`src/hw/rtl/ufle_pkg.sv`:
```
`default_nettype none

package ufle_pkg;

  localparam int unsigned TickW  = 16;
  localparam int unsigned ByteW  = 8;
  localparam int unsigned BitIdxW = 3;

  localparam logic LvlLow  = 1'b0;
  localparam logic LvlHigh = 1'b1;

  // Register indexes of the configuration port
  localparam int unsigned CfgIdxW = 2;
  typedef enum logic [CfgIdxW-1:0] {
    CfgLineCode   = 2'd0,
    CfgBitTime    = 2'd1,
    CfgFirstHalf  = 2'd2,
    CfgSecondHalf = 2'd3
  } cfg_idx_e;

  // Reset values of the registers
  localparam logic             RstLineCode   = 1'b0;
  localparam logic [TickW-1:0] RstBitTime    = 16'd1000;
  localparam logic [TickW-1:0] RstFirstHalf  = 16'd500;
  localparam logic [TickW-1:0] RstSecondHalf = 16'd500;

  // One classified byte, handed from the front to the back
  typedef struct packed {
    logic [ByteW-1:0] data;
    logic             last;
    logic             start;
    logic             manch;
  } ufle_cmd_t;

  // Durations used by the back
  typedef struct packed {
    logic [TickW-1:0] bit_time;
    logic [TickW-1:0] first_half;
    logic [TickW-1:0] second_half;
  } ufle_timing_t;

  // Sequencer phases, one-hot
  typedef enum logic [3:0] {
    PhStart = 4'b0001,
    PhData  = 4'b0010,
    PhStop1 = 4'b0100,
    PhStop2 = 4'b1000
  } ufle_phase_e;

endpackage

`default_nettype wire

```
`src/hw/rtl/uart_frame_line_encoder_core.sv`:
```
// Channel  | Direction | Handshake                    | Payload
// ---------+-----------+------------------------------+-------------------------------------
// in       | input     | in_valid_i / in_ready_o      | data_byte_i, last_byte_i
// out      | output    | out_valid_o / out_ready_i    | line_level_o, chip_ticks_o,
//          |           |                              | run_end_o, frame_end_o
// cfg      | input     | cfg_we_i (no wait)           | cfg_idx_i, cfg_wdata_i
//
// Each byte yields 8 to 19 chips (19 with start, Manchester data and stop), one
// per cycle from the back sequencer while the output is not stalled. An accepted byte is
// registered into the queue; its first chip is formed from the back's command register
// once the back picks it up, then held in the output register. The input stays ready
// while the QueueDepth-entry queue has room. Reset (rst_ni, async low) closes any frame
// and restores register defaults. A stalled output holds its chip and the sequencer.
`default_nettype none

module uart_frame_line_encoder_core import ufle_pkg::*; #(
  parameter int unsigned QueueDepth = 2
) (
  input  wire logic               clk_i,
  input  wire logic               rst_ni,
  input  wire logic               in_valid_i,
  output logic                    in_ready_o,
  input  wire logic [ByteW-1:0]   data_byte_i,
  input  wire logic               last_byte_i,
  output logic                    out_valid_o,
  input  wire logic               out_ready_i,
  output logic                    line_level_o,
  output logic [TickW-1:0]        chip_ticks_o,
  output logic                    run_end_o,
  output logic                    frame_end_o,
  input  wire logic               cfg_we_i,
  input  wire logic [CfgIdxW-1:0] cfg_idx_i,
  input  wire logic [TickW-1:0]   cfg_wdata_i
);

  logic         line_code_q;
  ufle_timing_t timing_q;

  logic         push, full, pop, empty;
  ufle_cmd_t    push_cmd, pop_cmd;

  // Configuration registers
  always_ff @(posedge clk_i or negedge rst_ni) begin
    if (!rst_ni) begin
      line_code_q          <= RstLineCode;
      timing_q.bit_time    <= RstBitTime;
      timing_q.first_half  <= RstFirstHalf;
      timing_q.second_half <= RstSecondHalf;
    end else if (cfg_we_i) begin
      unique case (cfg_idx_e'(cfg_idx_i))
        CfgLineCode:   line_code_q          <= cfg_wdata_i[0];
        CfgBitTime:    timing_q.bit_time    <= cfg_wdata_i;
        CfgFirstHalf:  timing_q.first_half  <= cfg_wdata_i;
        CfgSecondHalf: timing_q.second_half <= cfg_wdata_i;
        default: ;
      endcase
    end
  end

  ufle_front u_front (
    .clk_i       (clk_i),
    .rst_ni      (rst_ni),
    .in_valid_i  (in_valid_i),
    .in_ready_o  (in_ready_o),
    .data_byte_i (data_byte_i),
    .last_byte_i (last_byte_i),
    .line_code_i (line_code_q),
    .push_o      (push),
    .cmd_o       (push_cmd),
    .full_i      (full)
  );

  ufle_fifo #(
    .Depth (QueueDepth)
  ) u_fifo (
    .clk_i   (clk_i),
    .rst_ni  (rst_ni),
    .push_i  (push),
    .wdata_i (push_cmd),
    .full_o  (full),
    .pop_i   (pop),
    .rdata_o (pop_cmd),
    .empty_o (empty)
  );

  ufle_back u_back (
    .clk_i        (clk_i),
    .rst_ni       (rst_ni),
    .cmd_i        (pop_cmd),
    .empty_i      (empty),
    .pop_o        (pop),
    .timing_i     (timing_q),
    .out_valid_o  (out_valid_o),
    .out_ready_i  (out_ready_i),
    .line_level_o (line_level_o),
    .chip_ticks_o (chip_ticks_o),
    .run_end_o    (run_end_o),
    .frame_end_o  (frame_end_o)
  );

endmodule

`default_nettype wire

```
`src/hw/rtl/ufle_fifo.sv`:
```
`default_nettype none

module ufle_fifo import ufle_pkg::*; #(
  parameter int unsigned Depth = 2
) (
  input  wire logic      clk_i,
  input  wire logic      rst_ni,
  input  wire logic      push_i,
  input  wire ufle_cmd_t wdata_i,
  output logic           full_o,
  input  wire logic      pop_i,
  output ufle_cmd_t      rdata_o,
  output logic           empty_o
);

  localparam int unsigned PtrW = (Depth > 1) ? $clog2(Depth) : 1;
  localparam int unsigned CntW = $clog2(Depth + 1);

  ufle_cmd_t         mem_q [Depth];
  logic [PtrW-1:0]   wr_ptr_q, wr_ptr_d;
  logic [PtrW-1:0]   rd_ptr_q, rd_ptr_d;
  logic [CntW-1:0]   cnt_q, cnt_d;
  logic              do_push, do_pop;

  assign full_o  = (cnt_q == CntW'(Depth));
  assign empty_o = (cnt_q == '0);
  assign do_push = push_i && !full_o;
  assign do_pop  = pop_i && !empty_o;
  assign rdata_o = mem_q[rd_ptr_q];

  // Advance pointers with wrap at the depth
  always_comb begin
    wr_ptr_d = wr_ptr_q;
    rd_ptr_d = rd_ptr_q;
    cnt_d    = cnt_q;
    if (do_push) begin
      wr_ptr_d = (wr_ptr_q == PtrW'(Depth - 1)) ? '0 : wr_ptr_q + 1'b1;
    end
    if (do_pop) begin
      rd_ptr_d = (rd_ptr_q == PtrW'(Depth - 1)) ? '0 : rd_ptr_q + 1'b1;
    end
    if (do_push && !do_pop) begin
      cnt_d = cnt_q + 1'b1;
    end else if (do_pop && !do_push) begin
      cnt_d = cnt_q - 1'b1;
    end
  end

  always_ff @(posedge clk_i or negedge rst_ni) begin
    if (!rst_ni) begin
      wr_ptr_q <= '0;
      rd_ptr_q <= '0;
      cnt_q    <= '0;
    end else begin
      wr_ptr_q <= wr_ptr_d;
      rd_ptr_q <= rd_ptr_d;
      cnt_q    <= cnt_d;
    end
  end

  // Store the entry
  always_ff @(posedge clk_i) begin
    if (do_push) begin
      mem_q[wr_ptr_q] <= wdata_i;
    end
  end

endmodule

`default_nettype wire

```
`src/hw/rtl/ufle_front.sv`:
```
`default_nettype none

module ufle_front import ufle_pkg::*; (
  input  wire logic             clk_i,
  input  wire logic             rst_ni,
  input  wire logic             in_valid_i,
  output logic                  in_ready_o,
  input  wire logic [ByteW-1:0] data_byte_i,
  input  wire logic             last_byte_i,
  input  wire logic             line_code_i,
  output logic                  push_o,
  output ufle_cmd_t             cmd_o,
  input  wire logic             full_i
);

  logic in_frame_q, in_frame_d;
  logic accept;

  assign in_ready_o = !full_i;
  assign accept     = in_valid_i && !full_i;
  assign push_o     = accept;

  // Classify the beat: start chip needed when no frame is open
  always_comb begin
    cmd_o.data  = data_byte_i;
    cmd_o.last  = last_byte_i;
    cmd_o.start = !in_frame_q;
    cmd_o.manch = line_code_i;
  end

  // Open a frame on every beat, close it on the last byte
  assign in_frame_d = accept ? !last_byte_i : in_frame_q;

  always_ff @(posedge clk_i or negedge rst_ni) begin
    if (!rst_ni) begin
      in_frame_q <= 1'b0;
    end else begin
      in_frame_q <= in_frame_d;
    end
  end

endmodule

`default_nettype wire

```
`src/hw/rtl/ufle_back.sv`:
```
`default_nettype none

module ufle_back import ufle_pkg::*; (
  input  wire logic             clk_i,
  input  wire logic             rst_ni,
  input  wire ufle_cmd_t        cmd_i,
  input  wire logic             empty_i,
  output logic                  pop_o,
  input  wire ufle_timing_t     timing_i,
  output logic                  out_valid_o,
  input  wire logic             out_ready_i,
  output logic                  line_level_o,
  output logic [TickW-1:0]      chip_ticks_o,
  output logic                  run_end_o,
  output logic                  frame_end_o
);

  logic               busy_q, busy_d;
  ufle_cmd_t          cmd_q, cmd_d;
  ufle_phase_e        phase_q, phase_d;
  logic [BitIdxW-1:0] bit_q, bit_d;
  logic               half_q, half_d;

  logic               out_valid_q, out_valid_d;
  logic               level_q, level_d;
  logic [TickW-1:0]   ticks_q, ticks_d;
  logic               run_end_q, run_end_d;
  logic               frame_end_q, frame_end_d;

  logic               advance, load, cur_bit, data_done;

  assign advance   = busy_q && (!out_valid_q || out_ready_i);
  assign cur_bit   = cmd_q.data[bit_q];
  assign data_done = (bit_q == BitIdxW'(ByteW - 1)) && (!cmd_q.manch || half_q);

  // Form the current chip
  always_comb begin
    level_d     = LvlHigh;
    ticks_d     = timing_i.bit_time;
    run_end_d   = 1'b0;
    frame_end_d = 1'b0;
    unique case (phase_q)
      PhStart: begin
        level_d = LvlLow;
      end
      PhData: begin
        if (cmd_q.manch) begin
          level_d = half_q ? cur_bit : !cur_bit;
          ticks_d = half_q ? timing_i.second_half : timing_i.first_half;
        end else begin
          level_d = cur_bit;
        end
        run_end_d = data_done && !cmd_q.last;
      end
      PhStop1: begin
        level_d = LvlHigh;
      end
      PhStop2: begin
        run_end_d   = 1'b1;
        frame_end_d = 1'b1;
      end
      default: begin
        level_d = LvlHigh;
      end
    endcase
  end

  // Take the next command when idle or when the current byte finishes
  assign load  = !busy_q || (advance && run_end_d);
  assign pop_o = load && !empty_i;

  // Step through start, data bits and halves, stop chips
  always_comb begin
    busy_d  = busy_q;
    cmd_d   = cmd_q;
    phase_d = phase_q;
    bit_d   = bit_q;
    half_d  = half_q;
    if (load) begin
      busy_d  = !empty_i;
      cmd_d   = cmd_i;
      phase_d = cmd_i.start ? PhStart : PhData;
      bit_d   = '0;
      half_d  = 1'b0;
    end else if (advance) begin
      unique case (phase_q)
        PhStart: begin
          phase_d = PhData;
        end
        PhData: begin
          if (data_done) begin
            phase_d = PhStop1;
          end else if (cmd_q.manch && !half_q) begin
            half_d = 1'b1;
          end else begin
            half_d = 1'b0;
            bit_d  = bit_q + 1'b1;
          end
        end
        PhStop1: begin
          phase_d = PhStop2;
        end
        default: begin
          phase_d = PhStart;
        end
      endcase
    end
  end

  // Output register: refill on advance, drop when taken
  always_comb begin
    out_valid_d = out_valid_q;
    if (advance) begin
      out_valid_d = 1'b1;
    end else if (out_ready_i) begin
      out_valid_d = 1'b0;
    end
  end

  always_ff @(posedge clk_i or negedge rst_ni) begin
    if (!rst_ni) begin
      busy_q      <= 1'b0;
      phase_q     <= PhStart;
      bit_q       <= '0;
      half_q      <= 1'b0;
      out_valid_q <= 1'b0;
    end else begin
      busy_q      <= busy_d;
      phase_q     <= phase_d;
      bit_q       <= bit_d;
      half_q      <= half_d;
      out_valid_q <= out_valid_d;
    end
  end

  // Hold payload until the next chip is formed
  always_ff @(posedge clk_i) begin
    cmd_q <= cmd_d;
    if (advance) begin
      level_q     <= level_d;
      ticks_q     <= ticks_d;
      run_end_q   <= run_end_d;
      frame_end_q <= frame_end_d;
    end
  end

  assign out_valid_o  = out_valid_q;
  assign line_level_o = level_q;
  assign chip_ticks_o = ticks_q;
  assign run_end_o    = run_end_q;
  assign frame_end_o  = frame_end_q;

endmodule

`default_nettype wire

```
`config.mk`:
```
export PLATFORM = sky130hd
export DESIGN_NAME = uart_frame_line_encoder_core
export DESIGN_NICKNAME = d
export VERILOG_FILES = /design/src/hw/rtl/ufle_pkg.sv /design/src/hw/rtl/uart_frame_line_encoder_core.sv /design/src/hw/rtl/ufle_fifo.sv /design/src/hw/rtl/ufle_front.sv /design/src/hw/rtl/ufle_back.sv
export SDC_FILE = /design/constraint.sdc
export NUM_CORES = 1
export LEC_CHECK = 0
export BUFFER_PORTS_ARGS = -buffer_cell sky130_fd_sc_hd__buf_2
export CAP_MARGIN = 20
export CORE_MARGIN = 1.5
export CORE_UTILIZATION = 28
export DETAILED_ROUTE_END_ITERATION = 10
export GPL_TIMING_DRIVEN = 0
export SKIP_LAST_GASP = 1
export SYNTH_ARGS = -nofsm -noshare
export SYNTH_HDL_FRONTEND = slang
export SYNTH_SLANG_ARGS = --single-unit
```
`constraint.sdc`:
```
create_clock -name clk_i -period 2.2 [get_ports clk_i]
set_input_delay 0.11 -clock clk_i [delete_from_list [all_inputs] [get_ports clk_i]]
set_output_delay 0.11 -clock clk_i [all_outputs]
set_load 0.02 [all_outputs]
```
==> reports/metrics.cfg, run 1 <==
[yosys]
syn-num-nets=355
postSynthAreaPerCell_sq_um=14.88
async_flop_share_pct=55.65
synth_edf_count=51
synth_cell_types=40
netlist_area_sq_um=4762
ys.flop_type=edfxtp_1
synth_common_cells=mux2_2, edfxtp_1, dfrtp_1
syn_inst=320
ys_warn_count=0
synth_area_leaders=edfxtp_1, dfrtp_1, mux2_2, dfstp_2, mux2i_1
yosysMostFrequentCell=mux2_2
synth-seq-cells=115
synth_top_area_cell=edfxtp_1
yosysSeqAreaShare_pct=66.29
netlist.area_leader.share_pct=32.16

[route]
wl_per_cell_um=14.71
routed_wl_um=9632
drt_first_pass_iters=4
num_vias=2924
viasPerCell=4.464
drt-initial-drc-count=88
drc=0
ant_nets=0

[worst_setup_path]
rr_startpoint=u_back.phase_q[3]$_DFFE_PN0P_
arrival_ps=2500
r2r_end=u_back.bit_q[0]$_DFFE_PN0P_
worst-endpoint-required_ps=2490
start_kind=register
crit_path_max_fanout=6
endpoint_kind=register
rrSetupSlack_ps=-10
worstSetupPathType=register to register
r2r_cells=5

[sta]
slew-limit-headroom_pct=28.15
fin_ws_ps=-14.97
setup_tns_ps=-14.97
timing.final.crit_period_ps=2215
hold_viol=0
finClkSkew_ps=12.43
finalSetupViolCount=1
tightest_slew_ps=1078
fmax_mhz=451.5
rsz0062_at_grt=true
min_period_over_period_pct=100.7
maxSlewViolCount=0

[global_routing]
grt-ovfl-total=0
antenna_found_initial=0
grt_pass1_wl_um=15690
grt_usage_pct=11.63
grt_pass1_vias=3095
grt_max_degree=35

[clock_network]
clk_latency_ps=410
clock_path_buffers=2
cts_root_buf=clkbuf_16
cts_tree=built
clkSinkCount=115
clkSlewWorstSetupHoldPaths_ps=60
h-tree-depth=4
cts_made_buffers=17

[die]
die_w_um=133.4
core-area_sq_um=16580
dieArea_sq_um=17800
rows=47
start_util_pct=28.72
die_h_um=133.4
num_io_pins=53

[finish]
nets=457
drive_gt1_share_pct=44.14
diodes=0
syn_to_final_growth_pct=31.45
utilization_pct=37.75
fin_area_sq_um=6260

[power_and_ir_drop]
power-per-cell-area_nw_per_um2=1145
vdd_drop_max_mv=0.5370
p_int_mw=5.113
p_comb_share_pct=21.5
p_clk_share_pct=35.1
switchingPower_mw=2.052
seqPwrFrac_pct=43.4
power_switching_share_pct=28.64
p_leak_nw=2.482

[worst_hold_path]
worstHoldPathCells=3
hold_path.class=primary input to register
hold_end=u_back.out_valid_o$_DFFE_PN0P_
hp-start=out_ready_i

[placement]
gp_congestion=0.7926
hpwl_um=6548
placed_area_sq_um=5329
port_buffers=52

[outcome]
status=complete, but fails checks
failed_checks=setup timing

[run]
cap_violations=0

[power by group through the flow]
stage / logic, mW / registers, mW / clock network (mW)
floorplan: 1.01 / 3.13 / 0
detailed placement: 1.53 / 3.09 / 0
global route: 1.69 / 3.16 / 2.68
finish: 1.54 / 3.11 / 2.52
CTS: 1.54 / 3.10 / 2.58
global placement: 1.47 / 3.07 / 0
[cell type report]
class                           instances  area (sq um)
Buffer                                 12         60.06
Clock buffer                           19         464.2
Clock inverter                         13         98.84
Fill cell                            1602         10320
Inverter                                7         26.28
Multi-Input combinational cell        184          1577
Sequential cell                       115          3161
Tap cell                              220         275.3
Timing Repair Buffer                   85         598.1
[routing by layer]
metal  GRT usage (%)  share of wire (%)  up-vias
met1           14.94                 47     1464
met4           5.737                1.4        0
met5               0                  0        -
met3           3.767                4.0        9
met2           17.70                 47       58
li1                -                  -     1393
[what timing repair did]
item | CTS | global route
setup endpoints to repair | 31 | 31
resized for setup | 11 | 7
pin swaps | 6 | 5
setup buffers | 4 | 2
hold buffers | 26 | 0
endpoints found under the hold margin | 91 | 0
[logic make-up after synthesis]
logic type | Yosys count | share of synthesized area [%]
DFF | 115 | 66.29
buffers and inverters | 21 | 1.734
adders and majority gates | 3 | 0.7883
muxes | 81 | 19.13
and+or+nand+nor | 60 | 6.700
xor gates and xnor gates | 6 | 1.104
AOI/OAI and AO/OA | 34 | 4.257
[worst max-delay path by stage]
stage | endpoint | from | slack, ps
global placement | u_back.chip_ticks_o[1]$_DFFE_PP_ | u_back.phase_q[2]$_DFFE_PN0P_ | -340
global route | u_fifo.cnt_q[1]$_DFFE_PN0P_ | u_back.phase_q[3]$_DFFE_PN0P_ | -60
finish | u_back.bit_q[0]$_DFFE_PN0P_ | u_back.phase_q[3]$_DFFE_PN0P_ | -10
floorplan | u_fifo.cnt_q[1]$_DFFE_PN0P_ | u_back.phase_q[2]$_DFFE_PN0P_ | 50
CTS | u_fifo.cnt_q[1]$_DFFE_PN0P_ | u_back.phase_q[2]$_DFFE_PN0P_ | -8
detailed placement | u_back.chip_ticks_o[1]$_DFFE_PP_ | u_back.phase_q[2]$_DFFE_PN0P_ | -370
[worst max-delay path, cell delays in order (launching register included)]
cell and delay (ps):
dfrtp_2 450, or4b_4 560, or4_1 500, buf_6 150
and4_4 170, mux2_2 250
[stage by stage]
stage	setup slack, ps	power, mW	std cells	hold slack (ps)
after CTS	-7.780	7.224	653	43.82
after floorplan	48.28	4.141	320	-185.6
after global routing	-64.35	7.536	655	86.23
final	-14.97	7.164	655	52.88
after detailed placement	-372.8	4.617	593	218.0
after global placement	-343.6	4.537	592	298.0
[state kept, by name (all words and copies together) (netlist names), 2 cells and up]
register / cells
u_fifo.mem_q: 22
u_fifo.cnt_q: 2
u_back.chip_ticks_o: 16
u_back.phase_q: 4
u_back.bit_q: 3
u_back.cmd_q: 10
timing_q: 48
[cells in the final DEF, fill, tap and decap left out, drive strengths merged, types with 2 or more instances in the layout]
master	netlist	layout
nand2b	4	4
nor2	24	24
mux2	60	60
xor2	3	3
buf	4	62
o21ai	3	3
and2	3	3
a22o	2	2
or4b	2	2
edfxtp	51	51
clkinvlp	0	5
nand3	4	4
clkbuf	10	28
dlygate4sd3	0	26
dfrtp	45	45
or4	3	3
ha	3	3
a31oi	3	3
a21oi	19	19
nor2b	2	2
dfstp	19	19
mux2i	19	19
nand3b	2	2
inv	7	11
o22ai	2	2
clkinv	0	4
mux4	2	2
nand2	9	9
xnor2	3	3
Power figures use the tool's default switching activity.
==> inputs of run 2 (changes only) <==
Settings changed: RECOVER_POWER from default to 100.
==> reports/metrics.cfg, run 2 (same netlist as run 1, synthesis figures left out) <==
[route]
drt-initial-drc-count=86
ant_nets=0
routed_wl_um=9696
drt_first_pass_iters=4
viasPerCell=4.458
wl_per_cell_um=14.80
drc=0
num_vias=2920

[finish]
nets=457
top_register=timing_q
drive_gt1_share_pct=37.24
largest_reg_flops=48
syn_to_final_growth_pct=30.43
regArea_sq_um=3161
multi_input_area_sq_um=1577
layout.cells.non_filler=655
utilization_pct=37.45
diodes=0
final_cell_mix=mux2_2, edfxtp_1, dfrtp_1
final_common_cell=mux2_2
n_fill_cell=1613

[worst_hold_path]
hp-start=out_ready_i
hold_path.class=primary input to register

[global_routing]
grt_max_degree=35
grt-ovfl-total=0
antenna_found_initial=0
grt_usage_pct=11.63
grt_pass1_wl_um=15690
grt_pass1_vias=3095

[clock_network]
clkSinkCount=115
clk_latency_ps=410
clock_path_buffers=2
cts_root_buf=clkbuf_16
clkSlewWorstSetupHoldPaths_ps=60
cts_made_buffers=17
cts_tree=built
h-tree-depth=4

[die]
core-area_sq_um=16580
rows=47
num_io_pins=53
die_h_um=133.4
start_util_pct=28.72
dieArea_sq_um=17800
die_w_um=133.4

[power_and_ir_drop]
switchingPower_mw=2.053
p_int_mw=5.084
seqPwrFrac_pct=43.5
p_leak_nw=2.402
power_mw=7.137
p_comb_share_pct=21.3
vdd_drop_max_mv=0.5353
power_switching_share_pct=28.77
p_clk_share_pct=35.2
power-per-cell-area_nw_per_um2=1149

[worst_setup_path]
rrSetupSlack_ps=-5
endpoint_kind=register
r2r_cells=5
worstSetupPathType=register to register
crit_path_end=u_back.bit_q[0]$_DFFE_PN0P_
rr_startpoint=u_back.phase_q[3]$_DFFE_PN0P_
setup.worst_path.start=u_back.phase_q[3]$_DFFE_PN0P_
r2r_end=u_back.bit_q[0]$_DFFE_PN0P_
arrival_ps=2490
crit_path_max_fanout=6
start_kind=register
worst-endpoint-required_ps=2490

[sta]
tightest_slew_ps=1071
finClkSkew_ps=12.11
min_period_over_period_pct=100.2
finalSetupViolCount=1
setup_tns_ps=-4.864
timing.final.crit_period_ps=2205
maxSlewViolCount=0
rsz0062_at_grt=true
fin_ws_ps=-4.864
hold_viol=0
slew-limit-headroom_pct=28.63
fmax_mhz=453.5

[placement]
port_buffers=52
hpwl_um=6548
dp_cells=593
gp_congestion=0.7926

[run]
cap_violations=0

[outcome]
failed_checks=setup timing
status=complete, but fails checks

==> run 2: how the worst min path moves through the flow <==
stage / end / slack, ps / depth (start not counted)
5_1_grt: u_back.out_valid_o$_DFFE_PN0P_ / 90 / 3
3_5_place_dp: timing_q[26]$_DFFE_PN0P_ / 220 / 1
4_1_cts: u_back.out_valid_o$_DFFE_PN0P_ / 40 / 3
2_1_floorplan: line_code_q$_DFFE_PN0P_ / -190 / 0
6_report: u_back.out_valid_o$_DFFE_PN0P_ / 50 / 3
3_3_place_gp: u_fifo.mem_q[0][7]$_DFFE_PP_ / 300 / 1
==> run 2: metrics by stage <==
step	hold slack (ps)	instance area, sq um	setup slack, ps
floorplan	-185.6	4773	48.28
detailed placement	218.0	5329	-372.8
CTS	43.82	6208	-7.780
finish	53.61	6211	-4.864
global placement	298.0	5309	-343.6
global route	86.23	6211	-64.35
==> run 2: per-layer routing <==
layer  share of wire [%]  GRT usage, %  up-vias  wire (um)
li1                    -             -     1390          -
met1                  47         14.94     1460       4544
met2                  47         17.70       62       4559
met3                 4.7         3.767        8        454
met4                 1.4         5.737        0        137
met5                   0             0        -          0
==> run 2: timing repair <==
action                                  4_1_cts  5_1_grt
endpoints found under the setup margin       31       31
gates resized for setup                      11        7
pin swaps                                     6        5
hold buffers                                 26        0
buffers inserted                              4        2
hold endpoints to repair                     91        0
==> run 2: area by class of cell <==
type / instances / share of cell area [%]
Sequential cell: 115 / 50.89
Multi-Input combinational cell: 184 / 25.38
Timing Repair Buffer: 85 / 8.844
Clock buffer: 19 / 7.474
Tap cell: 220 / 4.432
Clock inverter: 13 / 1.591
Buffer: 12 / 0.9670
Inverter: 7 / 0.4230
==> run 2: power by group through the flow <==
| stage | Sequential (mW) | Clock, mW | Combinational (mW) |
|---|---|---|---|
| 2_1_floorplan | 3.13 | 0 | 1.01 |
| 3_3_place_gp | 3.07 | 0 | 1.47 |
| 3_5_place_dp | 3.09 | 0 | 1.53 |
| 4_1_cts | 3.10 | 2.58 | 1.54 |
| 5_1_grt | 3.16 | 2.68 | 1.67 |
| 6_report | 3.11 | 2.51 | 1.52 |
==> run 2: critical path, stage by stage, from the launching register on <==
cell and delay, ps:
dfrtp_2 450, or4b_4 560, or4_1 500, buf_6 150
and4_4 170, mux2_2 250
